--- src/rtl/aau_pkg.sv ---
// Shared types and codes for the accumulator ALU with pair operations.
// No dependencies; compiled first.
`timescale 1ns / 1ps

package aau_pkg;

  typedef enum logic [3:0] {
    OP_ADD = 4'd0,
    OP_ADC = 4'd1,
    OP_SUB = 4'd2,
    OP_SBB = 4'd3,
    OP_INR = 4'd4,
    OP_DCR = 4'd5,
    OP_ADI = 4'd6,
    OP_ACI = 4'd7,
    OP_SUI = 4'd8,
    OP_SBI = 4'd9,
    OP_INX = 4'd10,
    OP_DCX = 4'd11,
    OP_DAD = 4'd12
  } op_t;

  // byte operand selectors that are not general registers
  localparam logic [2:0] SEL_M = 3'd6;
  localparam logic [2:0] SEL_A = 3'd7;

  // pair selector for the stack pointer and for HL
  localparam logic [1:0] PAIR_HL = 2'd2;
  localparam logic [1:0] PAIR_SP = 2'd3;

  localparam int unsigned NUM_GREGS = 6;

  typedef struct packed {
    logic s;
    logic z;
    logic ac;
    logic p;
    logic cy;
  } flags_t;

  typedef struct packed {
    logic [7:0]                acc;
    logic [NUM_GREGS-1:0][7:0] gregs;  // B, C, D, E, H, L
    logic [15:0]               sp;
    flags_t                    flags;
  } state_t;

  typedef struct packed {
    logic [3:0] opcode;
    logic [2:0] reg_select;
    logic [7:0] imm_value;
    logic [7:0] mem_data;
  } cmd_t;

  typedef struct packed {
    logic [7:0]  acc_out;
    flags_t      flags;
    logic        mem_write;
    logic [7:0]  mem_wdata;
    logic [15:0] hl_address;
    logic [15:0] pair_result;
  } res_t;

endpackage

--- src/rtl/aau_if.sv ---
// Valid/ready channel interfaces for the instruction and result words.
// No dependencies.
`timescale 1ns / 1ps

interface aau_cmd_if;
  logic       valid;
  logic       ready;
  logic [3:0] opcode;
  logic [2:0] reg_select;
  logic [7:0] imm_value;
  logic [7:0] mem_data;

  modport source (output valid, output opcode, output reg_select, output imm_value,
                  output mem_data, input ready);
  modport sink (input valid, input opcode, input reg_select, input imm_value,
                input mem_data, output ready);
endinterface

interface aau_res_if;
  logic        valid;
  logic        ready;
  logic [7:0]  acc_out;
  logic        sign_flag;
  logic        zero_flag;
  logic        aux_carry_flag;
  logic        parity_flag;
  logic        carry_flag_out;
  logic        mem_write;
  logic [7:0]  mem_wdata;
  logic [15:0] hl_address;
  logic [15:0] pair_result;

  modport source (output valid, output acc_out, output sign_flag, output zero_flag,
                  output aux_carry_flag, output parity_flag, output carry_flag_out,
                  output mem_write, output mem_wdata, output hl_address,
                  output pair_result, input ready);
  modport sink (input valid, input acc_out, input sign_flag, input zero_flag,
                input aux_carry_flag, input parity_flag, input carry_flag_out,
                input mem_write, input mem_wdata, input hl_address,
                input pair_result, output ready);
endinterface

--- src/rtl/aau_regs.sv ---
// Architectural register state: A, B-L, SP and flags.
// Depends on aau_pkg.
`timescale 1ns / 1ps

module aau_regs (
  input  logic            clk,
  input  logic            rst,
  input  logic            we,
  input  aau_pkg::state_t state_next,
  output aau_pkg::state_t state
);

  always_ff @(posedge clk) begin
    if (rst) begin
      state <= '0;
    end else if (we) begin
      state <= state_next;
    end
  end

endmodule

--- src/rtl/aau_alu.sv ---
// Single-pass execute logic: one instruction against the current state.
// Depends on aau_pkg.
`timescale 1ns / 1ps

module aau_alu (
  input  aau_pkg::cmd_t   cmd,
  input  aau_pkg::state_t state,
  output aau_pkg::state_t state_next,
  output aau_pkg::res_t   result
);

  logic [15:0] hl;
  logic [7:0]  byteop;
  logic [7:0]  operand;
  logic        is_sub;
  logic        use_cy;
  logic        cin;
  logic [7:0]  b_in;
  logic        c_in;
  logic [8:0]  sum9;
  logic [4:0]  half;
  logic [7:0]  incdec;
  logic [1:0]  psel;
  logic [15:0] pair_val;
  logic [15:0] pair_new;
  logic [16:0] dad_sum;

  assign hl = {state.gregs[4], state.gregs[5]};

  always_comb begin
    if (cmd.reg_select == aau_pkg::SEL_M) begin
      byteop = cmd.mem_data;
    end else if (cmd.reg_select == aau_pkg::SEL_A) begin
      byteop = state.acc;
    end else begin
      byteop = state.gregs[cmd.reg_select];
    end
  end

  // 8-bit add path; subtraction as A + ~op + not-borrow
  always_comb begin
    is_sub  = (cmd.opcode == aau_pkg::OP_SUB) || (cmd.opcode == aau_pkg::OP_SBB) ||
              (cmd.opcode == aau_pkg::OP_SUI) || (cmd.opcode == aau_pkg::OP_SBI);
    use_cy  = (cmd.opcode == aau_pkg::OP_ADC) || (cmd.opcode == aau_pkg::OP_SBB) ||
              (cmd.opcode == aau_pkg::OP_ACI) || (cmd.opcode == aau_pkg::OP_SBI);
    operand = (cmd.opcode >= aau_pkg::OP_ADI) ? cmd.imm_value : byteop;
    cin     = use_cy & state.flags.cy;
    b_in    = is_sub ? ~operand : operand;
    c_in    = is_sub ? ~cin : cin;
    sum9    = {1'b0, state.acc} + {1'b0, b_in} + {8'd0, c_in};
    half    = {1'b0, state.acc[3:0]} + {1'b0, b_in[3:0]} + {4'd0, c_in};
    incdec  = (cmd.opcode == aau_pkg::OP_INR) ? byteop + 8'd1 : byteop - 8'd1;
  end

  // pair path
  always_comb begin
    psel     = cmd.reg_select[1:0];
    pair_val = (psel == aau_pkg::PAIR_SP) ? state.sp :
               {state.gregs[{psel, 1'b0}], state.gregs[{psel, 1'b1}]};
    pair_new = (cmd.opcode == aau_pkg::OP_INX) ? pair_val + 16'd1 : pair_val - 16'd1;
    dad_sum  = {1'b0, hl} + {1'b0, pair_val};
  end

  always_comb begin
    state_next         = state;
    result             = '0;
    result.hl_address  = hl;
    unique case (aau_pkg::op_t'(cmd.opcode))
      aau_pkg::OP_ADD, aau_pkg::OP_ADC, aau_pkg::OP_SUB, aau_pkg::OP_SBB,
      aau_pkg::OP_ADI, aau_pkg::OP_ACI, aau_pkg::OP_SUI, aau_pkg::OP_SBI: begin
        state_next.acc      = sum9[7:0];
        state_next.flags.s  = sum9[7];
        state_next.flags.z  = (sum9[7:0] == 8'd0);
        state_next.flags.p  = ~^sum9[7:0];
        state_next.flags.ac = half[4];
        state_next.flags.cy = is_sub ? ~sum9[8] : sum9[8];
      end
      aau_pkg::OP_INR, aau_pkg::OP_DCR: begin
        state_next.flags.s  = incdec[7];
        state_next.flags.z  = (incdec == 8'd0);
        state_next.flags.p  = ~^incdec;
        state_next.flags.ac = (cmd.opcode == aau_pkg::OP_INR) ? (incdec[3:0] == 4'h0) :
                                                                (incdec[3:0] != 4'hF);
        if (cmd.reg_select == aau_pkg::SEL_M) begin
          result.mem_write = 1'b1;
          result.mem_wdata = incdec;
        end else if (cmd.reg_select == aau_pkg::SEL_A) begin
          state_next.acc = incdec;
        end else begin
          state_next.gregs[cmd.reg_select] = incdec;
        end
      end
      aau_pkg::OP_INX, aau_pkg::OP_DCX: begin
        if (psel == aau_pkg::PAIR_SP) begin
          state_next.sp = pair_new;
        end else begin
          state_next.gregs[{psel, 1'b0}] = pair_new[15:8];
          state_next.gregs[{psel, 1'b1}] = pair_new[7:0];
        end
        result.pair_result = pair_new;
      end
      aau_pkg::OP_DAD: begin
        state_next.gregs[4] = dad_sum[15:8];
        state_next.gregs[5] = dad_sum[7:0];
        state_next.flags.cy = dad_sum[16];
        result.pair_result  = dad_sum[15:0];
      end
      default: begin
        // undefined opcodes: no change
      end
    endcase
    result.acc_out = state_next.acc;
    result.flags   = state_next.flags;
  end

endmodule

--- src/rtl/accumulator_alu_with_pair_ops_unit.sv ---
// Top level of the accumulator ALU with pair operations.
// Depends on aau_pkg, aau_if, aau_regs and aau_alu.
`timescale 1ns / 1ps

// Usage
// - cmd: one instruction word per handshake (opcode, reg_select, imm_value and
//   mem_data, the byte at HL for an M operand).
// - res: one result word per instruction: accumulator, flags, memory write
//   for INR M / DCR M, HL before the instruction and the new pair value.
// - An instruction word is caught in an input register; once the result slot
//   is free or draining, the execute logic runs against the architectural
//   registers, which update at the same edge that loads the result register
//   and raises res.valid (two register stages in all).
// - Throughput is one instruction per cycle while res.ready stays high: each
//   word is a single 8-bit or 16-bit add with flag logic, and the state it
//   writes is ready for the very next word.
// - If the receiver stalls, the result register holds its word, the input
//   register fills and cmd.ready drops; nothing is lost or repeated.
// - Synchronous reset clears A, B-L, SP, the flags and both valid bits.
module accumulator_alu_with_pair_ops_unit (
  input logic      clk,
  input logic      rst,
  aau_cmd_if.sink  cmd,
  aau_res_if.source res
);

  aau_pkg::cmd_t   cmd_q;
  logic            cmd_valid;
  aau_pkg::res_t   res_q;
  logic            res_valid;
  aau_pkg::state_t state;
  aau_pkg::state_t state_next;
  aau_pkg::res_t   alu_res;
  logic            exec;
  logic            cmd_take;

  // execute when an instruction waits and the result slot is free or draining
  assign exec      = cmd_valid && (!res_valid || res.ready);
  assign cmd.ready = !cmd_valid || exec;
  assign cmd_take  = cmd.valid && cmd.ready;

  always_ff @(posedge clk) begin
    if (rst) begin
      cmd_valid <= 1'b0;
    end else if (cmd_take) begin
      cmd_valid <= 1'b1;
    end else if (exec) begin
      cmd_valid <= 1'b0;
    end
  end

  always_ff @(posedge clk) begin
    if (cmd_take) begin
      cmd_q <= '{opcode: cmd.opcode, reg_select: cmd.reg_select,
                 imm_value: cmd.imm_value, mem_data: cmd.mem_data};
    end
  end

  aau_alu u_alu (
    .cmd        (cmd_q),
    .state      (state),
    .state_next (state_next),
    .result     (alu_res)
  );

  aau_regs u_regs (
    .clk        (clk),
    .rst        (rst),
    .we         (exec),
    .state_next (state_next),
    .state      (state)
  );

  // result register
  always_ff @(posedge clk) begin
    if (rst) begin
      res_valid <= 1'b0;
    end else if (exec) begin
      res_valid <= 1'b1;
    end else if (res.ready) begin
      res_valid <= 1'b0;
    end
  end

  always_ff @(posedge clk) begin
    if (exec) begin
      res_q <= alu_res;
    end
  end

  assign res.valid          = res_valid;
  assign res.acc_out        = res_q.acc_out;
  assign res.sign_flag      = res_q.flags.s;
  assign res.zero_flag      = res_q.flags.z;
  assign res.aux_carry_flag = res_q.flags.ac;
  assign res.parity_flag    = res_q.flags.p;
  assign res.carry_flag_out = res_q.flags.cy;
  assign res.mem_write      = res_q.mem_write;
  assign res.mem_wdata      = res_q.mem_wdata;
  assign res.hl_address     = res_q.hl_address;
  assign res.pair_result    = res_q.pair_result;

  // a stalled result is never overwritten
  a_no_overwrite: assert property (@(posedge clk) disable iff (rst)
    res_valid && !res.ready |-> !exec)
    else $error("result overwritten while stalled");

  // every executed instruction shows a result next cycle
  a_exec_res: assert property (@(posedge clk) disable iff (rst)
    exec |=> res_valid)
    else $error("executed instruction produced no result");

  // register state moves only when an instruction executes
  a_state_hold: assert property (@(posedge clk) disable iff (rst)
    !exec |=> $stable(state))
    else $error("state changed without an instruction");

  // INR M / DCR M write memory and flags, never the accumulator or B-L
  a_mem_only: assert property (@(posedge clk) disable iff (rst)
    exec && alu_res.mem_write |-> (state_next.acc == state.acc) &&
                                  (state_next.gregs == state.gregs))
    else $error("memory increment wrote a register");

  // an accepted word is held until it executes
  a_cmd_held: assert property (@(posedge clk) disable iff (rst)
    cmd_valid && !exec |=> cmd_valid && $stable(cmd_q))
    else $error("pending instruction lost");

endmodule

--- src/flat_wrapper.sv ---
// flat-port wrapper written by rule: the top's interface ports become plain ports
module accumulator_alu_with_pair_ops_unit_flat 
  (clk, rst, cmd_valid, cmd_opcode, cmd_reg_select, cmd_imm_value, cmd_mem_data, cmd_ready, res_valid, res_acc_out, res_sign_flag, res_zero_flag, res_aux_carry_flag, res_parity_flag, res_carry_flag_out, res_mem_write, res_mem_wdata, res_hl_address, res_pair_result, res_ready);
  aau_cmd_if cmd_i ();
  aau_res_if res_i ();
  input logic clk;
  input logic rst;
  input wire logic [$bits(cmd_i.valid)-1:0] cmd_valid;
  input wire logic [$bits(cmd_i.opcode)-1:0] cmd_opcode;
  input wire logic [$bits(cmd_i.reg_select)-1:0] cmd_reg_select;
  input wire logic [$bits(cmd_i.imm_value)-1:0] cmd_imm_value;
  input wire logic [$bits(cmd_i.mem_data)-1:0] cmd_mem_data;
  output wire logic [$bits(cmd_i.ready)-1:0] cmd_ready;
  output wire logic [$bits(res_i.valid)-1:0] res_valid;
  output wire logic [$bits(res_i.acc_out)-1:0] res_acc_out;
  output wire logic [$bits(res_i.sign_flag)-1:0] res_sign_flag;
  output wire logic [$bits(res_i.zero_flag)-1:0] res_zero_flag;
  output wire logic [$bits(res_i.aux_carry_flag)-1:0] res_aux_carry_flag;
  output wire logic [$bits(res_i.parity_flag)-1:0] res_parity_flag;
  output wire logic [$bits(res_i.carry_flag_out)-1:0] res_carry_flag_out;
  output wire logic [$bits(res_i.mem_write)-1:0] res_mem_write;
  output wire logic [$bits(res_i.mem_wdata)-1:0] res_mem_wdata;
  output wire logic [$bits(res_i.hl_address)-1:0] res_hl_address;
  output wire logic [$bits(res_i.pair_result)-1:0] res_pair_result;
  input wire logic [$bits(res_i.ready)-1:0] res_ready;
  assign cmd_i.valid = cmd_valid;
  assign cmd_i.opcode = cmd_opcode;
  assign cmd_i.reg_select = cmd_reg_select;
  assign cmd_i.imm_value = cmd_imm_value;
  assign cmd_i.mem_data = cmd_mem_data;
  assign cmd_ready = cmd_i.ready;
  assign res_valid = res_i.valid;
  assign res_acc_out = res_i.acc_out;
  assign res_sign_flag = res_i.sign_flag;
  assign res_zero_flag = res_i.zero_flag;
  assign res_aux_carry_flag = res_i.aux_carry_flag;
  assign res_parity_flag = res_i.parity_flag;
  assign res_carry_flag_out = res_i.carry_flag_out;
  assign res_mem_write = res_i.mem_write;
  assign res_mem_wdata = res_i.mem_wdata;
  assign res_hl_address = res_i.hl_address;
  assign res_pair_result = res_i.pair_result;
  assign res_i.ready = res_ready;
  accumulator_alu_with_pair_ops_unit u_core (.clk(clk), .rst(rst), .cmd(cmd_i), .res(res_i));
endmodule
--- config.mk ---
export PLATFORM = sky130hd
export DESIGN_NAME = accumulator_alu_with_pair_ops_unit_flat
export DESIGN_NICKNAME = d
export VERILOG_FILES = /design/src/rtl/aau_pkg.sv /design/src/rtl/aau_if.sv /design/src/rtl/aau_regs.sv /design/src/rtl/aau_alu.sv /design/src/rtl/accumulator_alu_with_pair_ops_unit.sv /design/src/flat_wrapper.sv
export SDC_FILE = /design/constraint.sdc
export NUM_CORES = 1
export LEC_CHECK = 0
export BUFFER_PORTS_ARGS = -buffer_cell sky130_fd_sc_hd__clkbuf_2
export CAP_MARGIN = 20
export CORE_MARGIN = 3
export CORE_UTILIZATION = 61
export CTS_BUF_LIST = sky130_fd_sc_hd__clkbuf_4 sky130_fd_sc_hd__clkbuf_8 sky130_fd_sc_hd__clkbuf_16
export CTS_CLUSTER_DIAMETER = 40
export DETAILED_ROUTE_END_ITERATION = 6
export GPL_TIMING_DRIVEN = 0
export PLACE_DENSITY = 0.81
export SKIP_LAST_GASP = 1
export SYNTH_ARGS = -nofsm -noshare
export SYNTH_HDL_FRONTEND = slang
export SYNTH_SLANG_ARGS = --single-unit
--- constraint.sdc ---
create_clock -name clk -period 13.2 [get_ports clk]
set_input_delay 0.66 -clock clk [delete_from_list [all_inputs] [get_ports clk]]
set_output_delay 0.66 -clock clk [all_outputs]
set_load 0.02 [all_outputs]
==> results of run 1 <==
[state kept, by name, summed over array words and instances (netlist names), 8 cells and up]
register,flops
u_core.u_regs.state,77
u_core.res.hl_address,16
u_core.res.mem_wdata,8
u_core.res.acc_out,8
u_core.res.pair_result,16
u_core.cmd_q,23
[metal layers]
layer	wire length (um)	part of all wire	GRT usage
met1	12000	0.38	0.463
met2	13500	0.43	0.525
met3	4240	0.13	0.123
met4	1690	0.054	0.164
met5	18	0.00057	0
[synthesized netlist by cell type (4+ instances only)]
library cell,count,area [sq um]
dfxtp_1,79,1580
o221ai_1,7,61.3
o211ai_1,7,52.6
a21oi_1,74,370
inv_1,22,82.6
buf_2,4,20.0
mux4_2,30,676
mux2_2,7,78.8
xnor2_1,25,219
nor2_1,119,447
and2_1,5,31.3
a221oi_1,10,87.6
xor2_1,20,175
nand2b_1,13,81.3
buf_1,5,18.8
o21ai_0,49,245
and3_1,4,25.0
o22a_1,8,70.1
a211oi_1,23,173
a311oi_1,5,43.8
a221o_1,4,40.0
a21o_1,25,188
mux2i_1,10,100
a22o_1,5,43.8
clkbuf_1,42,158
o31ai_1,4,30.0
nor2b_1,11,68.8
a31oi_1,13,81.3
o21bai_1,5,37.5
edfxtp_1,77,2310
a22oi_1,20,150
ha_1,54,676
nand2_1,121,454
nor3_1,28,140
o21a_1,5,37.5
nand3_1,17,85.1
fa_1,5,100
a211o_1,4,35.0
[cell families after synthesis]
| family | Yosys count |
|---|---|
| AO/OA/AOI/OAI | 289 |
| XOR/XNOR | 46 |
| adder cells (fa/ha/maj) | 60 |
| buffers and inverters | 73 |
| flip-flops | 156 |
| multiplexers | 48 |
| AND/OR/NAND/NOR | 339 |
[path summary, 6_finish.rpt]
path	endpoint	from
min	u_core.cmd_q[10]$_DFFE_PP_	cmd_imm_value[2]
min reg2reg	u_core.u_regs.state[6]$_SDFFE_PP0P_	u_core.u_regs.state[6]$_SDFFE_PP0P_
max	u_core.u_regs.state[0]$_SDFFE_PP0P_	u_core.cmd_q[17]$_DFFE_PP_
max reg2reg	u_core.u_regs.state[0]$_SDFFE_PP0P_	u_core.cmd_q[17]$_DFFE_PP_
[through the flow]
step / cell area [sq um] / std cells
after CTS: 11000 / 1337
after global placement: 10400 / 1303
after detailed placement: 10400 / 1305
final: 11000 / 1337
after global routing: 11000 / 1337
after floorplan: 9700 / 1011
[power by group through the flow]
| stage | Clock (mW) | Combinational (mW) | Sequential, mW |
|---|---|---|---|
| floorplan | 0 | 0.157 | 0.562 |
| global placement | 0 | 0.240 | 0.553 |
| detailed placement | 0 | 0.247 | 0.552 |
| CTS | 0.494 | 0.251 | 0.542 |
| global route | 0.513 | 0.275 | 0.544 |
| finish | 0.494 | 0.261 | 0.542 |
[worst max-delay path: cells and delay by family, from the launching register on]
family                   cells  cell delay (ps)
buffers and inverters        6             2860
AO/OA/AOI/OAI                6             2420
multiplexers                 1              390
flip-flops                   1              370
adder cells (fa/ha/maj)      1              370
AND/OR/NAND/NOR              2              240
[area by class of cell]
cell class	count	area, sq um
Sequential cell	156	3890
Inverter	22	82.6
Clock buffer	17	425
Timing Repair Buffer	83	440
Tap cell	211	264
Multi-Input combinational cell	782	5530
Buffer	51	200
Clock inverter	15	161
Fill cell	1185	4370
[placed cells by master, fill, tap and decap left out, types with 28 or more instances in the layout]
master    instances
dfxtp_1          79
mux4_2           30
clkbuf_2         81
a21oi_1          74
nor2_1          119
ha_1             54
edfxtp_1         77
clkbuf_1         41
o21ai_0          49
nand2_1         121
nor3_1           28
==> flow_metrics.tcl, run 1 <==
set metrics [dict create \
    core-area_sq_um 15400 \
    setup_viol 0 \
    grt_max_degree 64 \
    antenna_found_initial 1 \
    synth-simple-area-share 0.154 \
    synth_edf_count 77 \
    cts_buffers 17 \
    p_per_area_nw_per_um2 118 \
    place.gp.congestion 1.02 \
    p_int_uw 900 \
    status "finished clean" \
    reg2reg_slack_ps 6390 \
    critPathSlowestCell "o311ai_0" \
    drive_above_1_share 0.150 \
    relSlewSlack 0.180 \
    power.total_mw 1.30 \
    worstSetupStartpointType "register" \
    end_kind "register" \
    crit_top_cell "buf_2" \
    netlist-cell-type-count 68 \
    syn_area_sq_um 9700 \
    slowest_delay_ps 870 \
    drtAntennaViolNets 0 \
    swShare 0.306 \
    path_cells "clkbuf_1, buf_1, buf_2, buf_2, clkbuf_1, buf_2, mux4_2, ha_1, a21o_1, a21o_1, a2111oi_0, a211oi_1, o311ai_0, o2111ai_1, nor2_1, nor3_1" \
    post-cts-setup-buffer-count 0 \
    drc 0 \
    cts_resized 0 \
    p_comb_frac 0.201 \
    place_ws_ps 6650 \
    syn-instance-count 1011 \
    dr.pass1.iters 7 \
    clock_sinks 156 \
    num_rows 45 \
    crit_fanout 10 \
    whs_path_depth 1 \
    seq_power_share 0.418 \
    insertion_delay_ps 440 \
    ys_warn_count 0 \
    fin_crit_ps 6810 \
    synth_top_family_by_area "compound AO/OA/AOI/OAI gates" \
    ys_seq_area_frac 0.401 \
    hold_viol 0 \
    fmax_mhz 147 \
    vdd_drop_max_uv 99.4 \
    area_growth_pct 13.4 \
    syn_nets 1097 \
    final_util 0.716 \
    via_count 9114 \
    routed_wl_um 31400 \
    dr.first_iter.drc_count 1394 \
    grt_pass1_wl_um 47000 \
    holdWs_ps 396 \
    num-nets-final 1199 \
    worst_pin_slew_ps 1220 \
    p_leak_nw 4.39 \
    synth_compound_area_frac 0.203 \
    grtUsageTotal 0.352 \
    synth-async-reset-ratio 0 \
    n_antenna_cell 0 \
    grt_overflow 0 \
    ios 83 \
    fin_crit_sh 0.516 \
    grt_pass1_vias 8407 \
    io_buffers 81 \
    worstHoldPathType "in -> reg" \
    synthAdderAreaFrac 0.0810 \
    fp.dieW_um 132 \
    fin_setup_tns_ps 0 \
    finalWorstSetupSlack_ps 6390 \
    path_class "reg -> reg" \
    die_y_um 132 \
    holdBufCountCts 0 \
    path_clk_slew_ps 70 \
    synth_mux_area_frac 0.0895 \
    worstPathRequired_ps 13490 \
    cts_tree "yes" \
    skew_ps 11.2 \
    cts_buffer_depth 2 \
    wl_per_cell_um 23.5 \
    hpwl_um 22600 \
    initial_core_util 0.631 \
    p_sw_uw 397 \
    yosys.area_share.xor_xnor 0.0423 \
    cts-root-buf "clkbuf_16" \
    clock_power_share 0.381 \
    syn_area_per_cell_sq_um 9.59 \
    dieArea_sq_um 17400 \
    cap_viol_max_count 0 \
    synthFlopType "dfxtp_1" \
    vias_per_cell 6.82 \
    ys_ff_latch 156 \
    drv_slew 0 \
    r2r_cells 16 \
    rsz0062_at_grt "no" \
    arrival_ps 7100 \
    htreeDepth 4 \
]
No activity file was read; power rests on OpenSTA's default activity.
==> run 2, diff against run 1 <==
- ABC_AREA: not set -> 1
- CORE_UTILIZATION: 61 -> 55
- PLACE_DENSITY: 0.81 -> 0.77
- clock period: 13.2 -> 5.7 ns (I/O delays scaled with it)
==> run 2 against run 1 <==
The run now ends with design-rule violations left. Die area grew 14%. Total power grew 150%. First-iteration DRC count decreased by 3.1%. Critical path depth up 6. Clock skew is 0.92 ps higher. Fmax is 33% higher. Synthesized cell count grew 30%. Critical path type unchanged.
==> flow_metrics.tcl, run 2 <==
set metrics [dict create \
    die_y_um 141 \
    synthTopCellsByCount "nand2_1, inv_1, a21oi_1" \
    skew_ps 12.1 \
    num-nets-final 1505 \
    ys_seq_area_frac 0.389 \
    insertion_delay_ps 440 \
    arrival_ps 5260 \
    initial_core_util 0.571 \
    htreeDepth 4 \
    synth_most_common_cell "nand2_1" \
    yosysTopAreaCell "edfxtp_1" \
    grt_max_degree 40 \
    cap_viol_max_count 0 \
    largest_reg_flops 77 \
    grtUsageMet2 0.499 \
    drc 2 \
    syn-instance-count 1317 \
    path_class "reg -> reg" \
    placedCellCount 1625 \
    worstPathRequired_ps 5830 \
    top_regs "u_core.u_regs.state x77, u_core.cmd_q x23" \
    dr.first_iter.drc_count 1351 \
    fin_crit_sh 0.900 \
    synthFlopType "dfxtp_1" \
    yosys-top-cells-area "edfxtp_1, dfxtp_1, nand2_1" \
    fin_cells 1657 \
    synth_top_area_frac 0.231 \
    crit_fanout 10 \
    violations "design-rule violations" \
    grt_pass1_wl_um 54800 \
    routed_wl_um 36100 \
    cts_resized 0 \
    wl_per_cell_um 21.8 \
    area_growth_pct 12.8 \
    clock_sinks 156 \
    ys_ff_latch 156 \
    ios 83 \
    grtUsageTotal 0.364 \
    via_count 10274 \
    critPathSlowestCell "clkbuf_1" \
    cts_tree "yes" \
    final_common_cell "nand2_1" \
    final_cell_mix "nand2_1, inv_1, a21oi_1" \
    hpwl_um 27500 \
    fin_crit_ps 5130 \
    gr-usage-met3 0.0957 \
    use_met1 0.539 \
    final_util 0.643 \
    core-area_sq_um 17500 \
    worstHoldPathType "in -> reg" \
    netlist-cell-type-count 58 \
    cts_buffers 17 \
    busiest_layer "met1" \
    cts-root-buf "clkbuf_16" \
    crit_top_cell "nand2_1" \
    synth_edf_count 77 \
    place.gp.congestion 1.04 \
    p_leak_nw 5.07 \
    antenna_found_initial 0 \
    power.total_mw 3.21 \
    n_antenna_cell 0 \
    drv_slew 0 \
    path_cells "buf_2, clkbuf_1, nand2_1, inv_1, a22oi_1, nand4_1, a22o_1, mux2i_1, xor2_1, fa_1, nand3_1, nand2_1, nand2_1, nand2_1, nand2_1, nand2_1, or2_2, nand2_1, ha_1, xnor2_1, xor2_1, o221ai_1" \
    io_buffers 81 \
    syn_area_per_cell_sq_um 7.60 \
    ys_warn_count 0 \
    vias_per_cell 6.20 \
    setup_viol 0 \
    status "finished with violations" \
    largest-register "u_core.u_regs.state" \
    fin_setup_tns_ps 0 \
    dr.pass1.iters 7 \
    hold_viol 0 \
    post-cts-setup-buffer-count 0 \
    syn_area_sq_um 10000 \
    synth-async-reset-ratio 0 \
    grt_pass1_vias 9337 \
    worst_pin_slew_ps 992 \
    grt_overflow 0 \
    fp.dieW_um 141 \
    drtAntennaViolNets 0 \
    relSlewSlack 0.339 \
    cts_buffer_depth 2 \
    rsz0062_at_grt "no" \
    worstSetupStartpointType "register" \
    holdBufCountCts 0 \
    syn_nets 1403 \
    p_per_area_nw_per_um2 285 \
    dieArea_sq_um 19800 \
    drive_above_1_share 0.129 \
    vdd_drop_max_uv 372 \
    end_kind "register" \
    fmax_mhz 195 \
    path_clk_slew_ps 70 \
    num_rows 48 \
    slowest_delay_ps 490 \
]
-- run 2: changes by cell type in the layout (fill, tap and decap cells not counted), sizes merged, moves of 21 or more --
cell | previous run | this run
a21o | 25 | 4
inv | 27 | 173
o21ai | 50 | 129
mux4 | 30 | 0
a21oi | 74 | 129
nor2 | 119 | 89
nor3 | 28 | 3
nand3 | 17 | 77
nand2 | 121 | 312
-- run 2: cell type report --
type | count | area, sq um
Clock buffer | 17 | 425
Timing Repair Buffer | 83 | 433
Sequential cell | 156 | 3890
Multi-Input combinational cell | 949 | 5290
Inverter | 171 | 647
Clock inverter | 15 | 136
Buffer | 41 | 183
Fill cell | 1564 | 6250
Tap cell | 225 | 282
-- run 2: worst paths after layout --
path	slack [ps]	end	cells past startpoint	from
worst max register to register	570	u_core.res.parity_flag$_DFFE_PP_	22	u_core.cmd_q[18]$_DFFE_PP_
worst min-delay path	20	u_core.cmd_q[7]$_DFFE_PP_	1	cmd_mem_data[7]
worst min register to register	480	u_core.u_regs.state[30]$_SDFFE_PP0P_	2	u_core.u_regs.state[30]$_SDFFE_PP0P_
worst max-delay path	570	u_core.res.parity_flag$_DFFE_PP_	22	u_core.cmd_q[18]$_DFFE_PP_
-- run 2: stage by stage --
step | area [sq um] | setup WS [ps] | hold slack [ps]
after floorplan | 10000 | 1680 | 384
after global placement | 10700 | 817 | 462
after detailed placement | 10700 | 787 | 461
after CTS | 11300 | 760 | 20.8
after global routing | 11300 | 388 | 13.7
final | 11300 | 568 | 21.9
-- run 2: where the power goes --
| group | internal, mW | switching (mW) | total, mW |
|---|---|---|---|
| Sequential | 1.24 | 0.0307 | 1.27 |
| Combinational | 0.245 | 0.562 | 0.807 |
| Clock | 0.608 | 0.523 | 1.13 |
-- run 2: routing by layer --
| metal | up-vias | part of all wire |
|---|---|---|
| li1 | 4720 | - |
| met1 | 4706 | 0.42 |
| met2 | 725 | 0.40 |
| met3 | 123 | 0.13 |
| met4 | 0 | 0.048 |
| met5 | - | 0 |
-- run 2: worst max-delay path, delay by kind of cell, from the launching register on --
family	cells	cell delay (ps)
buffers and inverters	3	980
xor gates and xnor gates	3	600
adders and majority gates	2	700
AOI/OAI and AO/OA	3	690
and+or+nand+nor	10	1410
muxes	1	140
DFF	1	320
-- run 2: cells by family (layout without fill, tap and decap cells) --
kind of cell	Yosys count	count (layout)	synth area share
simple gates	513	513	0.224
buf+inv	212	327	0.0828
compound gates	347	347	0.199
mux	2	2	0.00200
fa+ha+maj	59	59	0.0775
flops	156	156	0.389
xor+xnor	28	28	0.0260
